File: src/hdl/assert_macros.svh
// ----------------------------------------------------------------------------
// assertion macros used by the tracker lane rtl
// ----------------------------------------------------------------------------
`ifndef ASSERT_MACROS_SVH
`define ASSERT_MACROS_SVH

// same-cycle implication, sampled on clk, off during rst
`define ASSERT_IMP(lbl, ante, cons, msg) \
  lbl: assert property (@(posedge clk) disable iff (rst) (ante) |-> (cons)) \
    else $error(msg);

// next-cycle implication, sampled on clk, off during rst
`define ASSERT_NXT(lbl, ante, cons, msg) \
  lbl: assert property (@(posedge clk) disable iff (rst) (ante) |=> (cons)) \
    else $error(msg);

`endif

File: src/hdl/dadt_pkg.sv
// ----------------------------------------------------------------------------
// dadt_pkg
// types and constants of the dual axis dead band step tracker
// ----------------------------------------------------------------------------
package dadt_pkg;

  localparam int POS_W     = 15;
  localparam int ERR_W     = 16;
  localparam int ANGLE_W   = 7;
  localparam int DUTY_HI_W = 8;
  localparam int DUTY_LO_W = 2;
  localparam int NUM_W     = POS_W + ANGLE_W;
  localparam int CNT_W     = $clog2(ANGLE_W);
  localparam int CFG_IDX_W = 3;

  localparam logic [ANGLE_W-1:0] ANGLE_FULL = ANGLE_W'(120);

  localparam logic [POS_W-1:0] HOME_X = POS_W'(1500);
  localparam logic [POS_W-1:0] HOME_Y = POS_W'(1500);

  localparam logic [POS_W-1:0] RST_DEADZONE = POS_W'(10);
  localparam logic [POS_W-1:0] RST_STEP     = POS_W'(32);
  localparam logic [POS_W-1:0] RST_MIN      = POS_W'(500);
  localparam logic [POS_W-1:0] RST_MAX      = POS_W'(2500);

  typedef enum logic [CFG_IDX_W-1:0] {
    REG_DEADZONE  = 3'd0,
    REG_PAN_STEP  = 3'd1,
    REG_TILT_STEP = 3'd2,
    REG_PAN_MIN   = 3'd3,
    REG_PAN_MAX   = 3'd4,
    REG_TILT_MIN  = 3'd5,
    REG_TILT_MAX  = 3'd6
  } cfg_reg_t;

  typedef enum logic [1:0] {
    LANE_IDLE,
    LANE_PREP,
    LANE_DIV,
    LANE_DONE
  } lane_state_t;

  typedef struct packed {
    logic                    start;
    logic signed [ERR_W-1:0] err;
    logic [POS_W-1:0]        band;
    logic [POS_W-1:0]        step;
    logic [POS_W-1:0]        lo;
    logic [POS_W-1:0]        hi;
  } lane_cmd_t;

  typedef struct packed {
    logic                 done;
    logic [ANGLE_W-1:0]   angle;
    logic [DUTY_HI_W-1:0] duty_high;
    logic [DUTY_LO_W-1:0] duty_low;
  } lane_result_t;

endpackage

File: src/hdl/dadt_channels.sv
// ----------------------------------------------------------------------------
// dadt channel interfaces
// valid/ready channels for sensor words and result words
// ----------------------------------------------------------------------------
interface dadt_in_if;
  logic               valid;
  logic               ready;
  logic signed [15:0] pan_error;
  logic signed [15:0] tilt_error;

  modport source (output valid, output pan_error, output tilt_error, input ready);
  modport sink (input valid, input pan_error, input tilt_error, output ready);
endinterface

interface dadt_out_if;
  logic       valid;
  logic       ready;
  logic [6:0] pan_deg;
  logic [6:0] tilt_deg;
  logic [7:0] pan_duty_high;
  logic [1:0] pan_duty_low;
  logic [7:0] tilt_duty_high;
  logic [1:0] tilt_duty_low;

  modport source (
    output valid, output pan_deg, output tilt_deg,
    output pan_duty_high, output pan_duty_low,
    output tilt_duty_high, output tilt_duty_low,
    input ready
  );
  modport sink (
    input valid, input pan_deg, input tilt_deg,
    input pan_duty_high, input pan_duty_low,
    input tilt_duty_high, input tilt_duty_low,
    output ready
  );
endinterface

File: src/hdl/dadt_axis_lane.sv
// ----------------------------------------------------------------------------
// dadt_axis_lane
// one axis: dead band step, clamp, and angle scaling by a restoring divider
// ----------------------------------------------------------------------------
`include "assert_macros.svh"

module dadt_axis_lane import dadt_pkg::*; (
  input  logic               clk,
  input  logic               rst,
  input  logic [POS_W-1:0]   home,
  input  lane_cmd_t          cmd,
  input  logic               ack,
  output logic               idle,
  output lane_result_t       res
);

  lane_state_t state, state_next;

  logic [POS_W-1:0] pos;
  logic [POS_W-1:0] lo_q;
  logic [POS_W-1:0] hi_q;
  logic [NUM_W-1:0] rem;
  logic [POS_W-1:0] den;
  logic [ANGLE_W-1:0] quot;
  logic [CNT_W-1:0] cnt;

  // step and clamp, one bit of headroom each side
  logic signed [POS_W+1:0] pos_s, step_s, lo_s, hi_s, band_s, err_s, stepped;
  logic                    up, down;
  logic [POS_W-1:0]        clamped, pos_next;

  always_comb begin
    pos_s   = signed'({2'b00, pos});
    step_s  = signed'({2'b00, cmd.step});
    lo_s    = signed'({2'b00, cmd.lo});
    hi_s    = signed'({2'b00, cmd.hi});
    band_s  = signed'({2'b00, cmd.band});
    err_s   = signed'({cmd.err[ERR_W-1], cmd.err});
    up      = err_s > band_s;
    down    = err_s < -band_s;
    stepped = up ? (pos_s + step_s) : (pos_s - step_s);
    priority if (stepped < lo_s) begin
      clamped = cmd.lo;
    end else if (stepped > hi_s) begin
      clamped = cmd.hi;
    end else begin
      clamped = stepped[POS_W-1:0];
    end
    pos_next = (up || down) ? clamped : pos;
  end

  // scaling setup
  logic [POS_W-1:0] offset;
  logic [NUM_W-1:0] num;
  logic [NUM_W-1:0] den_shift;
  logic             fits;

  always_comb begin
    offset    = pos - lo_q;
    num       = NUM_W'(offset) * NUM_W'(ANGLE_FULL);
    den_shift = NUM_W'(den) << cnt;
    fits      = rem >= den_shift;
  end

  always_ff @(posedge clk) begin
    if (rst) begin
      state <= LANE_IDLE;
    end else begin
      state <= state_next;
    end
  end

  always_comb begin
    state_next = state;
    idle       = 1'b0;
    res        = '0;
    unique case (state)
      LANE_IDLE: begin
        idle = 1'b1;
        if (cmd.start) begin
          state_next = LANE_PREP;
        end
      end
      LANE_PREP: begin
        priority if ((hi_q <= lo_q) || (pos <= lo_q) || (pos >= hi_q)) begin
          state_next = LANE_DONE;
        end else begin
          state_next = LANE_DIV;
        end
      end
      LANE_DIV: begin
        if (cnt == '0) begin
          state_next = LANE_DONE;
        end
      end
      LANE_DONE: begin
        res.done = 1'b1;
        if (ack) begin
          state_next = LANE_IDLE;
        end
      end
      default: state_next = LANE_IDLE;
    endcase
    res.angle     = quot;
    res.duty_high = pos[POS_W-1 -: DUTY_HI_W];
    res.duty_low  = pos[POS_W-1-DUTY_HI_W -: DUTY_LO_W];
  end

  always_ff @(posedge clk) begin
    if (rst) begin
      pos <= home;
    end else if (state == LANE_IDLE && cmd.start) begin
      pos <= pos_next;
    end
  end

  always_ff @(posedge clk) begin
    unique case (state)
      LANE_IDLE: begin
        if (cmd.start) begin
          lo_q <= cmd.lo;
          hi_q <= cmd.hi;
        end
      end
      LANE_PREP: begin
        rem <= num;
        den <= hi_q - lo_q;
        cnt <= CNT_W'(ANGLE_W - 1);
        priority if ((hi_q <= lo_q) || (pos <= lo_q)) begin
          quot <= '0;
        end else if (pos >= hi_q) begin
          quot <= ANGLE_FULL;
        end else begin
          quot <= '0;
        end
      end
      LANE_DIV: begin
        if (fits) begin
          rem <= rem - den_shift;
        end
        quot <= {quot[ANGLE_W-2:0], fits};
        cnt  <= cnt - CNT_W'(1);
      end
      LANE_DONE: begin
      end
      default: begin
      end
    endcase
  end

  `ASSERT_IMP(a_start_when_idle, cmd.start, state == LANE_IDLE, "lane started while busy")
  `ASSERT_IMP(a_angle_range, state == LANE_DONE, quot <= ANGLE_FULL, "angle above full scale")
  `ASSERT_NXT(a_pos_hold, state != LANE_IDLE, $stable(pos), "position moved mid item")

endmodule

File: src/hdl/dadt_merge.sv
// ----------------------------------------------------------------------------
// dadt_merge
// joins both lane results into the registered result word
// ----------------------------------------------------------------------------
module dadt_merge import dadt_pkg::*; (
  input  logic              clk,
  input  logic              rst,
  input  lane_result_t      pan_res,
  input  lane_result_t      tilt_res,
  output logic              ack,
  dadt_out_if.source        result
);

  // load when both lanes are done and the output slot frees up
  assign ack = pan_res.done && tilt_res.done && (!result.valid || result.ready);

  always_ff @(posedge clk) begin
    if (rst) begin
      result.valid <= 1'b0;
    end else if (ack) begin
      result.valid <= 1'b1;
    end else if (result.ready) begin
      result.valid <= 1'b0;
    end
  end

  always_ff @(posedge clk) begin
    if (ack) begin
      result.pan_deg        <= pan_res.angle;
      result.tilt_deg       <= tilt_res.angle;
      result.pan_duty_high  <= pan_res.duty_high;
      result.pan_duty_low   <= pan_res.duty_low;
      result.tilt_duty_high <= tilt_res.duty_high;
      result.tilt_duty_low  <= tilt_res.duty_low;
    end
  end

endmodule

File: src/hdl/dual_axis_deadband_step_tracker_top.sv
// ----------------------------------------------------------------------------
// dual_axis_deadband_step_tracker_top
// pan and tilt lanes stepping servo positions, with merged angle/duty output
// ----------------------------------------------------------------------------
// flow: a taken sensor word runs through the lane states prep, div (the
//   7-iteration restoring divider) and done, then into the registered result
//   word; div is skipped when the angle is fixed by the limits (at or beyond
//   min/max, empty span); a new word is taken only when both lanes are idle
// reset: registers return to defaults, both positions go home, output empty
module dual_axis_deadband_step_tracker_top import dadt_pkg::*; (
  input  logic                 clk,
  input  logic                 rst,
  input  logic                 cfg_we,
  input  logic [CFG_IDX_W-1:0] cfg_index,
  input  logic [POS_W-1:0]     cfg_data,
  dadt_in_if.sink              sensor,
  dadt_out_if.source           result
);

  logic [POS_W-1:0] deadzone, pan_step, tilt_step;
  logic [POS_W-1:0] pan_min, pan_max, tilt_min, tilt_max;

  always_ff @(posedge clk) begin
    if (rst) begin
      deadzone  <= RST_DEADZONE;
      pan_step  <= RST_STEP;
      tilt_step <= RST_STEP;
      pan_min   <= RST_MIN;
      pan_max   <= RST_MAX;
      tilt_min  <= RST_MIN;
      tilt_max  <= RST_MAX;
    end else if (cfg_we) begin
      unique case (cfg_index)
        REG_DEADZONE:  deadzone  <= cfg_data;
        REG_PAN_STEP:  pan_step  <= cfg_data;
        REG_TILT_STEP: tilt_step <= cfg_data;
        REG_PAN_MIN:   pan_min   <= cfg_data;
        REG_PAN_MAX:   pan_max   <= cfg_data;
        REG_TILT_MIN:  tilt_min  <= cfg_data;
        REG_TILT_MAX:  tilt_max  <= cfg_data;
        default: begin
        end
      endcase
    end
  end

  logic         pan_idle, tilt_idle, ack, take;
  lane_cmd_t    pan_cmd, tilt_cmd;
  lane_result_t pan_res, tilt_res;

  assign sensor.ready = pan_idle && tilt_idle;
  assign take         = sensor.valid && sensor.ready;

  always_comb begin
    pan_cmd.start  = take;
    pan_cmd.err    = sensor.pan_error;
    pan_cmd.band   = deadzone;
    pan_cmd.step   = pan_step;
    pan_cmd.lo     = pan_min;
    pan_cmd.hi     = pan_max;
    tilt_cmd.start = take;
    tilt_cmd.err   = sensor.tilt_error;
    tilt_cmd.band  = deadzone;
    tilt_cmd.step  = tilt_step;
    tilt_cmd.lo    = tilt_min;
    tilt_cmd.hi    = tilt_max;
  end

  dadt_axis_lane u_pan (
    .clk  (clk),
    .rst  (rst),
    .home (HOME_X),
    .cmd  (pan_cmd),
    .ack  (ack),
    .idle (pan_idle),
    .res  (pan_res)
  );

  dadt_axis_lane u_tilt (
    .clk  (clk),
    .rst  (rst),
    .home (HOME_Y),
    .cmd  (tilt_cmd),
    .ack  (ack),
    .idle (tilt_idle),
    .res  (tilt_res)
  );

  dadt_merge u_merge (
    .clk      (clk),
    .rst      (rst),
    .pan_res  (pan_res),
    .tilt_res (tilt_res),
    .ack      (ack),
    .result   (result)
  );

endmodule
File: src/flat_wrapper.sv
// flat-port wrapper written by rule: the top's interface ports become plain ports
module dual_axis_deadband_step_tracker_top_flat import dadt_pkg::*;
  (clk, rst, cfg_we, cfg_index, cfg_data, sensor_valid, sensor_pan_error, sensor_tilt_error, sensor_ready, result_valid, result_pan_deg, result_tilt_deg, result_pan_duty_high, result_pan_duty_low, result_tilt_duty_high, result_tilt_duty_low, result_ready);
  dadt_in_if sensor_i ();
  dadt_out_if result_i ();
  input  logic clk;
  input  logic rst;
  input  logic cfg_we;
  input  logic [CFG_IDX_W-1:0] cfg_index;
  input  logic [POS_W-1:0] cfg_data;
  input wire logic [$bits(sensor_i.valid)-1:0] sensor_valid;
  input wire logic [$bits(sensor_i.pan_error)-1:0] sensor_pan_error;
  input wire logic [$bits(sensor_i.tilt_error)-1:0] sensor_tilt_error;
  output wire logic [$bits(sensor_i.ready)-1:0] sensor_ready;
  output wire logic [$bits(result_i.valid)-1:0] result_valid;
  output wire logic [$bits(result_i.pan_deg)-1:0] result_pan_deg;
  output wire logic [$bits(result_i.tilt_deg)-1:0] result_tilt_deg;
  output wire logic [$bits(result_i.pan_duty_high)-1:0] result_pan_duty_high;
  output wire logic [$bits(result_i.pan_duty_low)-1:0] result_pan_duty_low;
  output wire logic [$bits(result_i.tilt_duty_high)-1:0] result_tilt_duty_high;
  output wire logic [$bits(result_i.tilt_duty_low)-1:0] result_tilt_duty_low;
  input wire logic [$bits(result_i.ready)-1:0] result_ready;
  assign sensor_i.valid = sensor_valid;
  assign sensor_i.pan_error = sensor_pan_error;
  assign sensor_i.tilt_error = sensor_tilt_error;
  assign sensor_ready = sensor_i.ready;
  assign result_valid = result_i.valid;
  assign result_pan_deg = result_i.pan_deg;
  assign result_tilt_deg = result_i.tilt_deg;
  assign result_pan_duty_high = result_i.pan_duty_high;
  assign result_pan_duty_low = result_i.pan_duty_low;
  assign result_tilt_duty_high = result_i.tilt_duty_high;
  assign result_tilt_duty_low = result_i.tilt_duty_low;
  assign result_i.ready = result_ready;
  dual_axis_deadband_step_tracker_top u_core (.clk(clk), .rst(rst), .cfg_we(cfg_we), .cfg_index(cfg_index), .cfg_data(cfg_data), .sensor(sensor_i), .result(result_i));
endmodule
File: config.mk
export PLATFORM = sky130hd
export DESIGN_NAME = dual_axis_deadband_step_tracker_top_flat
export DESIGN_NICKNAME = d
export VERILOG_FILES = /design/src/hdl/dadt_pkg.sv /design/src/hdl/dadt_channels.sv /design/src/hdl/dadt_axis_lane.sv /design/src/hdl/dadt_merge.sv /design/src/hdl/dual_axis_deadband_step_tracker_top.sv /design/src/flat_wrapper.sv
export VERILOG_INCLUDE_DIRS = /design/src /design/src/hdl
export SDC_FILE = /design/constraint.sdc
export NUM_CORES = 1
export LEC_CHECK = 0
export ABC_AREA = 1
export BUFFER_PORTS_ARGS = -buffer_cell sky130_fd_sc_hd__buf_2
export CORE_MARGIN = 1
export CORE_UTILIZATION = 60
export CTS_CLUSTER_DIAMETER = 100
export DETAILED_ROUTE_END_ITERATION = 16
export PLACE_DENSITY = 0.77
export SYNTH_ARGS = -nofsm -noshare
export SYNTH_HDL_FRONTEND = slang
export SYNTH_SLANG_ARGS = --single-unit
File: constraint.sdc
create_clock -name clk -period 6.4 [get_ports clk]
set_input_delay 1.92 -clock clk [delete_from_list [all_inputs] [get_ports clk]]
set_output_delay 1.92 -clock clk [all_outputs]
set_load 0.05 [all_outputs]
==> impl_metrics.csv <==
group,metric,value,unit
global_route,first_global_vias,23600,
clocking,cts.root.buffer_cell,"sky130_fd_sc_hd__clkbuf_16",
clocking,cts_buffers,39,
cells_and_area,reg.largest.list,"u_core.u_pan.rem (22), u_core.u_tilt.rem (22)",
die,floorplan.rows,79,
worst_setup_path,worstSetupStartpointType,"flip-flop",
cells_and_area,final.fill_count,4026,
worst_setup_path,crit_path_cell_trace,"ha_1 -> nand2_1 -> nor2_1 -> a21oi_1 -> o21ai_1 -> xor2_1 -> inv_1 -> fa_1 -> inv_1 -> fa_1 -> inv_1 -> ha_1 -> nand4_1 -> o21ai_0 -> a21oi_1 -> o21ai_0 -> nand2_1 -> nand2_1 -> a21oi_1 -> o21ai_0 -> nand2_1",
worst_setup_path,largest_fanout_on_the_critical_path,8,
clocking,tritoncts_clock_tree,"yes",
cells_and_area,synthToLayoutAreaGrowth,8.17,%
synth,post_synthesis_instance_area,28400,um^2
synth,post-synth-top-area-cell,"sky130_fd_sc_hd__edfxtp_1",
cells_and_area,layout-drive-gt1-share,7.13,%
route,post_drt_wl_per_cell,17.0,um
synth,synth_cell_type_count,68,
worst_setup_path,crit_slowest_cell,"sky130_fd_sc_hd__dfxtp_1",
timing,timing.max_slew.rel_slack,25.3,%
worst_setup_path,critical_path.top_delay_family,"adder cells",
die,core_area,46600,um^2
synth,synthArstFlopShare,0,%
synth,synthCells,3684,
timing,final_clock_skew,30.6,ps
clocking,cts_post_setup_buffers_inserted,0,
die,die_area,48100,um^2
die,initial_utilization,60.9,%
worst_setup_path,cp_num_buf_inv,3,
synth,synth.most_common_cell,"sky130_fd_sc_hd__nand2_1",
route,drc,0,
synth,synth_top_cells_by_count,"806 x sky130_fd_sc_hd__nand2_1, 555 x sky130_fd_sc_hd__inv_1, 371 x sky130_fd_sc_hd__ha_1, 369 x sky130_fd_sc_hd__a21oi_1, 263 x sky130_fd_sc_hd__o21ai_0",
die,die_outline_height,219,um
route,antenna_left,0,
global_route,overflow,0,
place,pre_cts_slack,779,ps
worst_setup_path,worst_path_most_repeated_cell,"sky130_fd_sc_hd__nand2_1",
worst_setup_path,criticalPathCategory,"reg -> reg",
clocking,cts_repair_resize_count,0,
die,die_w,219,um
worst_setup_path,timing.critical_path.slowest_cell_delay,710,ps
clocking,clk_transition_reported_paths,60,ps
run,timing.max_cap.violations,0,
clocking,cts_num_sinks,328,
place,detailedPlacementHpwl,58.3,mm
hold_path,hp-class,"reg -> reg",
clocking,cts-hold-fix-buffers,0,
global_route,largest_net_degree_at_the_start_of_global_routing,68,
synth,synth-seq-cells,328,
global_route,grt_usage,31.3,%
synth,netlist_top_cells_area,"sky130_fd_sc_hd__edfxtp_1 20%, sky130_fd_sc_hd__ha_1 16%, sky130_fd_sc_hd__nand2_1 11%, sky130_fd_sc_hd__dfxtp_1 9.9%, sky130_fd_sc_hd__inv_1 7.3%",
synth,syn_warnings,0,
timing,final_max_slew_viol_count,0,
run_status,status,"finished clean",
place,numPortBuffers,90,
synth,synth-edff-count,188,
route,vias_per_cell,5.70,
timing,postLayoutSetupSlackWorst,998,ps
timing,worstMarginPinSlew,1120,ps
cells_and_area,final_nets,4230,
timing,period_needed,5400,ps
clocking,worst_skew_pair.late_latency,580,ps
timing,max_freq,185,MHz
worst_setup_path,worstSetupEndpointType,"flip-flop",
timing,fin_setup_tns,0,ps
global_route,antenna_found_initial,4,
synth,synth_top_area_share,19.9,%
route,vias,24900,
route,first_pass_iteration_count_of_the_detailed_router,5,
worst_setup_path,timing.critical_path.arrival,5700,ps
die,floorplan.io_pins,91,
global_route,wire_length_of_the_first_global_routing_pass,120,mm
place,place.gp.congestion,0.968,
worst_setup_path,crit_required,6700,ps
synth,synthFlopType,"sky130_fd_sc_hd__edfxtp_1",
synth,syn-num-nets,4174,
route,routed_wirelength,74.4,mm
timing,setup_repair_after_global_routing_missed_its_margin,"false",
synth,synthesis.area_per_instance,7.70,um^2
route,drt_iter0_drc,1986,
timing,final_hold_viol_count,0,
clocking,clock_tree.buffer_depth,3,
timing,layout_worst_path_cycle_share,84.4,%
synth,synth_sequential_area_ratio,29.8,%
clocking,clock_tree.htree_level_count,2,
timing,report.final.setup_viol,0,
## through the flow
stage	hold WS [ps]	utilization (%)	instance area, um^2	std cells
6_report	426	65.9	30700	4380
5_1_grt	428	65.9	30700	4380
4_1_cts	424	65.9	30700	4378
3_5_place_dp	413	62.9	29300	4306
3_3_place_gp	403	62.9	29300	4306
2_1_floorplan	400	-	28400	3684
## kinds of logic after synthesis
family,count (synthesis),share of synthesized area [%]
AO/OA/AOI/OAI,825,16.5
XOR/XNOR,127,3.92
adder cells (fa/ha/maj),435,20.9
buffers and inverters,659,9.07
flip-flops,328,29.8
multiplexers,4,0.141
AND/OR/NAND/NOR,1306,19.7
## placed cells by master (no fill, tap or decap), drive strengths merged, types with 64 or more instances in the layout
master,instances
o21ai,273
dfxtp,140
ha,371
xor2,95
inv,575
nand2,826
buf,107
edfxtp,188
nor2,200
fa,64
a21oi,384
nand3,182
## worst paths after layout
check,slack (ps),startpoint,end,cells after the start
worst max register to register,1000,u_core.u_pan.pos[1]$_SDFFE_PP0P_,u_core.u_pan.rem[19]$_DFFE_PP_,21
worst min register to register,430,u_core.u_tilt.quot[6]$_DFFE_PP_,u_core.u_merge.result.tilt_deg[6]$_DFFE_PP_,0
worst max-delay path,1000,u_core.u_pan.pos[1]$_SDFFE_PP0P_,u_core.u_pan.rem[19]$_DFFE_PP_,21
worst min-delay path,430,u_core.u_tilt.quot[6]$_DFFE_PP_,u_core.u_merge.result.tilt_deg[6]$_DFFE_PP_,0
## area by class of cell
class / count / area [um^2] / share of cell area (%)
diodes: 2 / 5.00 / 0.0163
inverters: 567 / 2130 / 6.95
clock inverters: 26 / 320 / 1.04
clock buffers: 46 / 1080 / 3.54
repair buffers: 107 / 578 / 1.88
multi-input cells: 2697 / 17400 / 56.6
well taps: 607 / 759 / 2.48
flip-flops and latches: 328 / 8450 / 27.5
## worst register-to-register path: stages, from the launching register on
cell	delay (ps)
sky130_fd_sc_hd__dfxtp_1	710
sky130_fd_sc_hd__ha_1	370
sky130_fd_sc_hd__nand2_1	90
sky130_fd_sc_hd__nor2_1	50
sky130_fd_sc_hd__a21oi_1	230
sky130_fd_sc_hd__o21ai_1	190
sky130_fd_sc_hd__xor2_1	290
sky130_fd_sc_hd__inv_1	170
sky130_fd_sc_hd__fa_1	520
sky130_fd_sc_hd__inv_1	60
sky130_fd_sc_hd__fa_1	520
sky130_fd_sc_hd__inv_1	40
sky130_fd_sc_hd__ha_1	390
sky130_fd_sc_hd__nand4_1	110
sky130_fd_sc_hd__o21ai_0	340
sky130_fd_sc_hd__a21oi_1	140
sky130_fd_sc_hd__o21ai_0	410
sky130_fd_sc_hd__nand2_1	100
sky130_fd_sc_hd__nand2_1	90
sky130_fd_sc_hd__a21oi_1	50
sky130_fd_sc_hd__o21ai_0	140
sky130_fd_sc_hd__nand2_1	110
## layer usage
metal  vias up  routed length, um  GRT usage, %
li1      12500                  -             -
met1     11500              33100          41.2
met2       825              33300          51.0
met3       183               4510          3.98
met4         4               3510          14.7
met5         -                 22             0
Power is left out: the tool's default activity adds up to more than one toggle a clock period on the data nets, which glitch-free logic cannot reach.
